--- config.mk ---
export PLATFORM = sky130hd
export DESIGN_NAME = hpa_hsv_front
export DESIGN_NICKNAME = d
export VERILOG_FILES = /design/src/design/hpa_pkg.sv /design/src/design/hpa_div.sv /design/src/design/hpa_hsv_front.sv
export SDC_FILE = /design/constraint.sdc
export NUM_CORES = 1
export LEC_CHECK = 0
export ABC_AREA = 1
export ABC_CLOCK_PERIOD_IN_PS = 10200
export BUFFER_PORTS_ARGS = -buffer_cell sky130_fd_sc_hd__buf_2
export CAP_MARGIN = 0
export CORE_MARGIN = 1
export CORE_UTILIZATION = 59
export CTS_CLUSTER_DIAMETER = 120
export DETAILED_ROUTE_END_ITERATION = 8
export GPL_ROUTABILITY_DRIVEN = 0
export MAX_ROUTING_LAYER = met4
export PLACE_DENSITY = 0.76
export SLEW_MARGIN = 25
export SYNTH_ARGS = -nofsm -noshare
export SYNTH_HDL_FRONTEND = slang
export SYNTH_SLANG_ARGS = --single-unit
--- constraint.sdc ---
create_clock -name clk -period 10.2 [get_ports clk]
set_input_delay 2.55 -clock clk [delete_from_list [all_inputs] [get_ports clk]]
set_output_delay 2.55 -clock clk [all_outputs]
set_load 0.02 [all_outputs]
--- src/design/hpa_pkg.sv ---
// ----------------------------------------------------------------------------
// hpa_pkg
// Shared types and constants for the hsv pixel adjust pipeline.
// ----------------------------------------------------------------------------
package hpa_pkg;

  // fixed point formats: hue in 1/64 degree, s and v in q1.16
  localparam int FULL_DEG = 23040;
  localparam int SEXTANT  = 3840;
  localparam int ONE_Q16  = 65536;
  localparam int SEXT_K   = 251658240;

  // reciprocal constants, floor(x*m >> shift) equals floor(x/div) in range
  localparam logic [24:0] RECIP_100 = 25'd21474837;
  localparam logic [20:0] RECIP_15  = 21'd1118482;

  // configuration register indexes
  localparam int          CFG_IDX_W = 2;
  localparam logic [1:0]  CFG_HUE   = 2'd0;
  localparam logic [1:0]  CFG_SAT   = 2'd1;
  localparam logic [1:0]  CFG_VAL   = 2'd2;

  // which channel holds the maximum
  localparam logic [1:0]  BASE_RED  = 2'd0;
  localparam logic [1:0]  BASE_GRN  = 2'd1;
  localparam logic [1:0]  BASE_BLU  = 2'd2;

  typedef struct packed {
    logic [7:0] red_in;
    logic [7:0] green_in;
    logic [7:0] blue_in;
    logic [7:0] alpha_in;
  } pix_in_t;

  typedef struct packed {
    logic [7:0] red_out;
    logic [7:0] green_out;
    logic [7:0] blue_out;
    logic [7:0] alpha_out;
  } pix_out_t;

  typedef struct packed {
    logic signed [8:0] hue_offset;
    logic signed [7:0] saturation_percent;
    logic signed [7:0] value_percent;
  } cfg_t;

  typedef struct packed {
    logic [14:0] hue;
    logic [16:0] sat;
    logic [16:0] val;
    logic [7:0]  alpha;
  } hsv_t;

endpackage

--- src/design/hpa_div.sv ---
// ----------------------------------------------------------------------------
// hpa_div
// Pipelined restoring divider, a few quotient bits per stage.
// ----------------------------------------------------------------------------
module hpa_div #(
  parameter int QW  = 12,
  parameter int DW  = 8,
  parameter int NST = 5
) (
  input  logic          clk,
  input  logic          adv,
  input  logic [DW-1:0] rem_i,
  input  logic [QW-1:0] low_i,
  input  logic [DW-1:0] dvs_i,
  output logic [QW-1:0] quo_o
);
  localparam int IPS = (QW + NST - 1) / NST;
  localparam int AW  = DW + QW;

  logic [AW-1:0] acc_r   [NST];
  logic [AW-1:0] acc_nxt [NST];
  logic [DW-1:0] dvs_r   [NST];
  logic [DW-1:0] dvs_nxt [NST];

  // shift-subtract iterations of every stage
  always_comb begin
    logic [AW-1:0] a;
    logic [DW:0]   t;
    logic [DW-1:0] dv;
    for (int k = 0; k < NST; k++) begin
      if (k == 0) begin
        a  = {rem_i, low_i};
        dv = dvs_i;
      end else begin
        a  = acc_r[(k == 0) ? 0 : k - 1];
        dv = dvs_r[(k == 0) ? 0 : k - 1];
      end
      t = '0;
      for (int j = 0; j < IPS; j++) begin
        if (k * IPS + j < QW) begin
          t = {a[AW-1:QW], a[QW-1]};
          if (t >= {1'b0, dv}) begin
            t = t - {1'b0, dv};
            a = {t[DW-1:0], a[QW-2:0], 1'b1};
          end else begin
            a = {t[DW-1:0], a[QW-2:0], 1'b0};
          end
        end
      end
      acc_nxt[k] = a;
      dvs_nxt[k] = dv;
    end
  end

  // stage registers
  always_ff @(posedge clk) begin
    if (adv) begin
      acc_r <= acc_nxt;
      dvs_r <= dvs_nxt;
    end
  end

  assign quo_o = acc_r[NST-1][QW-1:0];

endmodule

--- src/design/hpa_hsv_front.sv ---
// ----------------------------------------------------------------------------
// hpa_hsv_front
// RGB to HSV: max/min, two pipelined divides, hue offset and wrap.
// ----------------------------------------------------------------------------
module hpa_hsv_front (
  input  logic           clk,
  input  logic           rst_n,
  input  logic           adv,
  input  logic           vld_i,
  input  hpa_pkg::pix_in_t pix_i,
  input  hpa_pkg::cfg_t  cfg_i,
  output logic           vld_o,
  output hpa_pkg::hsv_t  hsv_o
);
  import hpa_pkg::*;

  localparam int NST = 5;

  typedef struct packed {
    logic [16:0] val;
    logic [1:0]  base;
    logic        neg;
    logic        dz;
    logic [7:0]  alpha;
  } side_t;

  // input register
  logic    vld0_r;
  pix_in_t pix0_r;

  // stage a
  logic        vlda_r, vlda_nxt;
  side_t       sda_r, sda_nxt;
  logic [19:0] hnum_r, hnum_nxt;
  logic [7:0]  d_r, d_nxt;
  logic [7:0]  mx_r, mx_nxt;

  // sideband alongside the dividers
  logic  vlds_r [NST];
  side_t sds_r  [NST];

  logic [11:0] quo_h;
  logic [16:0] quo_s;

  // output stage
  logic vldo_r;
  hsv_t hsv_r, hsv_nxt;

  // max, min, value and divide operands
  always_comb begin
    logic [7:0] r, g, b, mn;
    logic signed [8:0] diff;
    logic [7:0] mag;
    r = pix0_r.red_in;
    g = pix0_r.green_in;
    b = pix0_r.blue_in;
    mx_nxt = r;
    mn     = r;
    if (g > mx_nxt) mx_nxt = g;
    if (b > mx_nxt) mx_nxt = b;
    if (g < mn) mn = g;
    if (b < mn) mn = b;
    d_nxt = mx_nxt - mn;
    if (r == mx_nxt) begin
      sda_nxt.base = BASE_RED;
      diff = $signed({1'b0, g}) - $signed({1'b0, b});
    end else if (g == mx_nxt) begin
      sda_nxt.base = BASE_GRN;
      diff = $signed({1'b0, b}) - $signed({1'b0, r});
    end else begin
      sda_nxt.base = BASE_BLU;
      diff = $signed({1'b0, r}) - $signed({1'b0, g});
    end
    sda_nxt.neg = diff[8];
    mag = diff[8] ? 8'(-diff) : diff[7:0];
    hnum_nxt = 20'(mag) * 20'(SEXTANT);
    sda_nxt.dz = (d_nxt == 8'd0);
    sda_nxt.val = {1'b0, mx_nxt, mx_nxt} + 17'(mx_nxt != 8'd0);
    sda_nxt.alpha = pix0_r.alpha_in;
    vlda_nxt = vld0_r;
  end

  // hue quotient: 3840*|diff| / d
  hpa_div #(.QW(12), .DW(8), .NST(NST)) u_div_hue (
    .clk   (clk),
    .adv   (adv),
    .rem_i (hnum_r[19:12]),
    .low_i (hnum_r[11:0]),
    .dvs_i (d_r),
    .quo_o (quo_h)
  );

  // saturation quotient: d*65536 / max
  hpa_div #(.QW(17), .DW(8), .NST(NST)) u_div_sat (
    .clk   (clk),
    .adv   (adv),
    .rem_i ({1'b0, d_r[7:1]}),
    .low_i ({d_r[0], 16'd0}),
    .dvs_i (mx_r),
    .quo_o (quo_s)
  );

  // hue from sector base, offset and wrap
  always_comb begin
    side_t sd;
    logic signed [16:0] base_v, hb, hs, off;
    sd = sds_r[NST-1];
    case (sd.base)
      BASE_GRN: base_v = 17'sd7680;
      BASE_BLU: base_v = 17'sd15360;
      default:  base_v = 17'sd0;
    endcase
    hb = sd.neg ? base_v - $signed({5'd0, quo_h}) : base_v + $signed({5'd0, quo_h});
    if (hb < 0) hb = hb + 17'(FULL_DEG);
    if (sd.dz) hb = '0;
    off = $signed({{2{cfg_i.hue_offset[8]}}, cfg_i.hue_offset, 6'd0});
    hs = hb + off;
    if (hs >= 17'(FULL_DEG)) hs = hs - 17'(FULL_DEG);
    if (hs < 0) hs = hs + 17'(FULL_DEG);
    hsv_nxt.hue   = hs[14:0];
    hsv_nxt.sat   = sd.dz ? 17'd0 : quo_s;
    hsv_nxt.val   = sd.val;
    hsv_nxt.alpha = sd.alpha;
  end

  // valid bits
  always_ff @(posedge clk) begin
    if (!rst_n) begin
      vld0_r <= 1'b0;
      vlda_r <= 1'b0;
      vldo_r <= 1'b0;
      for (int k = 0; k < NST; k++) vlds_r[k] <= 1'b0;
    end else if (adv) begin
      vld0_r <= vld_i;
      vlda_r <= vlda_nxt;
      vlds_r[0] <= vlda_r;
      for (int k = 1; k < NST; k++) vlds_r[k] <= vlds_r[k-1];
      vldo_r <= vlds_r[NST-1];
    end
  end

  // payload
  always_ff @(posedge clk) begin
    if (adv) begin
      pix0_r <= pix_i;
      sda_r  <= sda_nxt;
      hnum_r <= hnum_nxt;
      d_r    <= d_nxt;
      mx_r   <= mx_nxt;
      sds_r[0] <= sda_r;
      for (int k = 1; k < NST; k++) sds_r[k] <= sds_r[k-1];
      hsv_r  <= hsv_nxt;
    end
  end

  assign vld_o = vldo_r;
  assign hsv_o = hsv_r;

  // hue always wrapped into one turn
  a_hue_range: assert property (@(posedge clk) disable iff (!rst_n)
    vldo_r |-> (hsv_r.hue < 15'(FULL_DEG)))
    else $error("hue out of range");

  // saturation and value never above one
  a_sv_range: assert property (@(posedge clk) disable iff (!rst_n)
    vldo_r |-> (hsv_r.sat <= 17'(ONE_Q16) && hsv_r.val <= 17'(ONE_Q16)))
    else $error("saturation or value above one");

endmodule

==> metrics, run 1 <==
flop2flop setup slack=1.18 ns; reg-to-reg endpoint=u_div_sat.acc_r[117]$_SDFFCE_PP0P_; CP Data Required Time=10.55 ns; postcts setup bufs=0; r2r worst-path depth=48; Synth Warn #=0; Worst Min Path Start=u_div_sat.acc_r[82]$_DFFE_PP_; Iter 0 DRT Violations=1574; Core ar.=52400 sq um; area of all sequential standard cells=15300 sq um; clk buf depth=3; max_cap viols=0; Final HPWL DP=45800 microns; cells after synthesis=3184; Routed Antenna Nets=0; Mapped Nets=3578; std cell rows=84; ys flop type=edfxtp_1; total wire length=61500 microns; Antenna Cells=0; top cell type's share of synthesized area=48.7%; post_cts resized=0; largest cells by area after synthesis=edfxtp_1, ha_1, nand2_1; vias in the first global route=22035; Async S/R FF share, synth=0%; unrepaired setup endpoints after global routing=no; IO buf count=102; Avg WL per Cell=15.2 microns; initial antenna violation count=0; CP startpoint=d_r[0]$_DFFE_PP_; Cell Area, Synth=31300 sq um; Hold Path Class=reg -> reg; largest net degree at the start of global routing=164; WHS Endpoint=u_div_sat.acc_r[61]$_DFFE_PP_; DIE AREA=54000 sq um; final setup TNS=0 ns; WHS=0.393 ns; footprint of the multi-input gates=14100 sq um; Final period util=88.4%; sequential area share after synthesis=48.9%; WS Path Type=reg -> reg; CTS Sinks=511; number of H-tree levels=2; worst skew pair latency=0.63 ns; CTS clock-pin slew for the worst setup and hold paths=0.06 ns; Synth-to-Final Area Change=10.3%; Max Used Layer=met4; FMAX=0.111 GHz; CP endpoint kind=flop; I/O pin count=119; fill count=3904; Distinct cells, synth=67; Die X=232 microns; drt first pass iters=9; total number of vias=22418; Clock Root Buffer=clkbuf_16; endpoints failing setup=0; initial core utilization=59.7%; vias per cell=5.54; post-route met1 wirelength=25900 microns; clk_skew=0.0313 ns; Hold Violations, Final=0; crit-path max FO=17; placed insts=3945; startpoint types=flop; dominant cell type by area after synthesis=edfxtp_1; Post-Syn Area per Cell=9.83 sq um; fin cells=4043; Final min period=9.02 ns; Final Util=65.8%; DRC viols=0; critical path's slowest cell=edfxtp_1; Crit path largest cell delay=0.52 ns; Hold Buf Count CTS=0; max_slew headroom=33.1%; crit-path most repeated cell=a21oi_1; Seq cells post-synth=511; RR Startpoint=d_r[0]$_DFFE_PP_; worst slew pin tran=1.00 ns; hold depth=0; CTS tree=done; share of layout cells above drive strength 1=9.39%; grt ovf=0; first-pass GRT wire length=102000 microns; met2 WL=29900 microns; Post-synth EDFFs=508; nets=3706; met3 wire length=3020 microns; GRT Overall Usage=23.6%; Arrival @ worst endpoint=9.37 ns; die height=232 microns; CTS Buf Count=53; Max Slew Vio Count=0; status=finished, final reports clean
[registers in the layout (all words and copies together) (netlist names), 17 cells and up]
register           count
sds_r                145
u_div_sat.acc_r       72
hsv_o                 57
u_div_hue.acc_r       43
pix0_r                32
u_div_sat.dvs_nxt     32
sda_r                 29
u_div_hue.dvs_nxt     24
u_div_sat.quo_o       17
[per-stage QoR]
| stage | setup slack [ns] | area (sq um) |
|---|---|---|
| floorplan | 2.72 | 31300 |
| global placement | 1.76 | 32600 |
| detailed placement | 1.36 | 32600 |
| CTS | 1.32 | 34500 |
| global route | 0.328 | 34500 |
| finish | 1.18 | 34500 |
[layout by cell type, fill, tap and decap left out, drive strengths merged, types with 29 or more instances in the layout]
cell / n
buf: 106
xor2: 132
a21oi: 227
xnor2: 69
edfxtp: 508
nand2: 587
clkbuf: 55
nand3: 160
nor3: 29
nor2: 235
nand4: 36
ha: 308
inv: 457
o21ai: 235
[worst max-delay path by stage]
stage / cells past startpoint / slack, ns / to
3_3_place_gp: 47 / 1.76 / u_div_sat.acc_r[117]$_SDFFCE_PP0P_
6_report: 48 / 1.18 / u_div_sat.acc_r[117]$_SDFFCE_PP0P_
3_5_place_dp: 51 / 1.36 / u_div_sat.acc_r[72]$_DFFE_PP_
2_1_floorplan: 54 / 2.72 / u_div_sat.acc_r[120]$_DFFE_PP_
5_1_grt: 50 / 0.33 / u_div_sat.acc_r[73]$_DFFE_PP_
4_1_cts: 48 / 1.32 / u_div_sat.acc_r[117]$_SDFFCE_PP0P_
[metal layers]
layer	vias up	track usage (%)
li1	11199	-
met3	167	2.93
met2	629	40.0
met4	0	10.9
met5	-	-
met1	10423	28.0
[worst max-delay path, delay by kind of cell, from the launching register on]
family / cells / cell delay (ns)
AND/OR/NAND/NOR: 14 / 1.87
flip-flops: 1 / 0.52
buffers and inverters: 6 / 0.61
AO/OA/AOI/OAI: 23 / 4.20
adder cells (fa/ha/maj): 5 / 1.54
[layout make-up]
type,count,area share [%]
Timing Repair Buffer,106,1.67
Multi-Input combinational cell,2187,40.8
Clock inverter,43,1.83
Tap cell,688,2.49
Inverter,453,4.96
Clock buffer,55,3.86
Sequential cell,511,44.4
[synth_stat cells, types with 5 or more instances]
cell type,number
a221oi_1,5
o21bai_1,22
o31ai_1,7
nand3_2,12
fa_1,25
xor2_1,131
o211ai_1,8
a21oi_1,226
a21o_1,13
nor2_2,7
inv_1,432
a31oi_1,6
ha_1,308
nand3_1,144
buf_2,9
edfxtp_1,508
o21ai_0,206
nand2_1,549
a211oi_1,5
nor2_1,224
xnor2_1,69
nand4_1,35
or2_2,20
nor3_1,29
buf_4,6
inv_2,13
nand2_4,9
clkbuf_1,12
nand2_2,29
o21ai_1,26
nor4_1,10
[logic make-up after synthesis]
group           synth area share [%]
other cells                   0.0120
simple gates                    15.6
compound gates                  9.76
fa+ha+maj                       13.9
mux                           0.0360
buf+inv                         6.07
xor+xnor                        5.65
flops                           48.9
Power of run 1 is not shown: default switching activity piles up to over one toggle a cycle in this logic, so the estimate is an artifact.
==> inputs of run 2 (changes only) <==
- CORE_UTILIZATION: 59 -> 55
- HOLD_SLACK_MARGIN: not set -> 0.08
- PLACE_DENSITY: 0.76 -> 0.71
- SYNTH_HIERARCHICAL: not set -> 1
==> metrics, run 2 <==
grt ovf=0; number of H-tree levels=2; endpoints failing setup=0; Core ar.=64300 sq um; postcts setup bufs=0; die height=257 microns; Distinct cells, synth=58; Final HPWL DP=50400 microns; total number of vias=25028; crit-path most repeated cell=nand2_1; vias per cell=5.14; Clock Root Buffer=clkbuf_16; WS Path Type=reg -> reg; cell with the most instances after synthesis=nand2_1; commonest cells in the netlist=nand2_1, inv_1, edfxtp_1, ha_1, nand3_1; CTS Sinks=556; Hold Violations, Final=0; std cell rows=93; initial core utilization=55.6%; Hold Buf Count CTS=0; DIE AREA=66100 sq um; worst skew pair latency=0.64 ns; IO buf count=102; CTS clock-pin slew for the worst setup and hold paths=0.06 ns; status=finished, final reports clean; Crit path largest cell delay=0.71 ns; largest cells by area after synthesis=edfxtp_1, ha_1, nand2_1; total wire length=66900 microns; Post-synth EDFFs=553; critical path's slowest cell=a21oi_1; Arrival @ worst endpoint=9.13 ns; cells after synthesis=3834; GRT Overall Usage=20.8%; crit-path max FO=14; Routed Antenna Nets=0; nets=4394; r2r worst-path depth=44; Hold Path Class=reg -> reg; Largest register FFs=145; hold depth=0; top cell type's share of synthesized area=46.4%; most common cell after layout, fill and taps aside=nand2_1; max_cap viols=0; largest register by flop count=sds_r; worst slew pin tran=0.976 ns; post_cts resized=0; unrepaired setup endpoints after global routing=no; DRC viols=0; drt first pass iters=6; most frequent cells in the layout=nand2_1, inv_1, edfxtp_1; startpoint types=flop; final worst slack=1.46 ns; vias in the first global route=22988; Largest regs=sds_r x145, u_div_sat/acc_r x100, u_div_hue/acc_r x60; Final Cell Area=39100 sq um; largest net degree at the start of global routing=197; clk_skew=0.0536 ns; pre-CTS setup slack=1.59 ns; Seq cells post-synth=556; Synth-to-Final Area Change=9.18%; dominant cell type by area after synthesis=edfxtp_1; sequential area share after synthesis=46.5%; Async S/R FF share, synth=0%; first-pass GRT wire length=110000 microns; Final Util=60.8%; final setup TNS=0 ns; CTS tree=done; Post-DP Area=37100 sq um; CP Data Required Time=10.59 ns; Avg WL per Cell=13.7 microns; FMAX=0.114 GHz; Final period util=85.7%; Synth Warn #=6; clk buf depth=3; fill count=5358; I/O pin count=119; initial antenna violation count=1; Cell Area, Synth=35800 sq um; CP endpoint kind=flop; max_slew headroom=34.5%; CTS Buf Count=58; Max Slew Vio Count=0; Post-Syn Area per Cell=9.34 sq um; Die X=257 microns; share of layout cells above drive strength 1=10.0%; Iter 0 DRT Violations=1615; ys flop type=edfxtp_1; Final min period=8.74 ns
==> run 2: cell types whose count changed in the layout (fill, tap and decap cells not counted), moves of 13 or more <==
| cell | previous run | this run |
|---|---|---|
| a21oi_1 | 226 | 191 |
| conb_1 | 1 | 29 |
| edfxtp_1 | 508 | 553 |
| fa_1 | 25 | 40 |
| ha_1 | 308 | 326 |
| inv_1 | 432 | 572 |
| inv_2 | 13 | 26 |
| nand2_1 | 549 | 924 |
| nand2_2 | 29 | 58 |
| nand3_1 | 144 | 217 |
| nand3b_1 | 4 | 27 |
| nand4_1 | 35 | 66 |
| nor2_1 | 224 | 201 |
| o21ai_0 | 206 | 109 |
==> run 2: logic make-up after synthesis <==
family,Yosys count,synth area share [%]
buffers and inverters,662,7.65
multiplexers,1,0.0314
adder cells (fa/ha/maj),366,13.6
other,1,0.0105
XOR/XNOR,185,4.53
flip-flops,556,46.5
AND/OR/NAND/NOR,1623,20.5
AO/OA/AOI/OAI,440,7.10
==> run 2: worst paths after layout <==
kind / from / end / slack, ns
worst min-delay path: u_div_sat/acc_r[30]$_DFFE_PP_ / u_div_sat/quo_o[6]$_DFFE_PP_ / 0.41
worst min register to register: u_div_sat/acc_r[30]$_DFFE_PP_ / u_div_sat/quo_o[6]$_DFFE_PP_ / 0.41
worst max-delay path: pix0_r[22]$_DFFE_PP_ / hnum_r[19]$_DFFE_PP_ / 1.46
worst max register to register: pix0_r[22]$_DFFE_PP_ / hnum_r[19]$_DFFE_PP_ / 1.46
==> run 2: final cells by class <==
cell class	count	area [sq um]	area share, %
sequential	556	16700	42.6
clock buffer	65	1480	3.78
multi-input combinational	2644	16500	42.2
inverter	600	2250	5.76
timing repair buffer	107	583	1.49
antenna	1	2.50	0.00640
tap	855	1070	2.74
clock inverter	42	534	1.37
==> run 2: layer usage <==
layer / part of all wire [%] / routed length [microns] / GRT usage (%) / up-vias
met5: 0 / 0 / - / -
met2: 47 / 31600 / 34.5 / 480
met4: 2.2 / 1500 / 5.64 / 0
met1: 46 / 30700 / 27.1 / 11380
li1: - / - / - / 13070
met3: 4.6 / 3080 / 2.51 / 98
==> run 2: per-stage QoR <==
stage,instances,hold WS [ns]
floorplan,3862,0.400
CTS,4869,0.403
detailed placement,4762,0.405
global route,4870,0.403
finish,4870,0.410
global placement,4762,0.400
==> run 2: critical path, delay by kind of cell, from the launching register on <==
family	cells	cell delay, ns
adders and majority gates	6	2.33
xor gates and xnor gates	1	0.08
buffers and inverters	5	0.37
AOI/OAI and AO/OA	7	2.08
DFF	1	0.51
and+or+nand+nor	25	3.10
Power of run 2 is left out for the same reason.
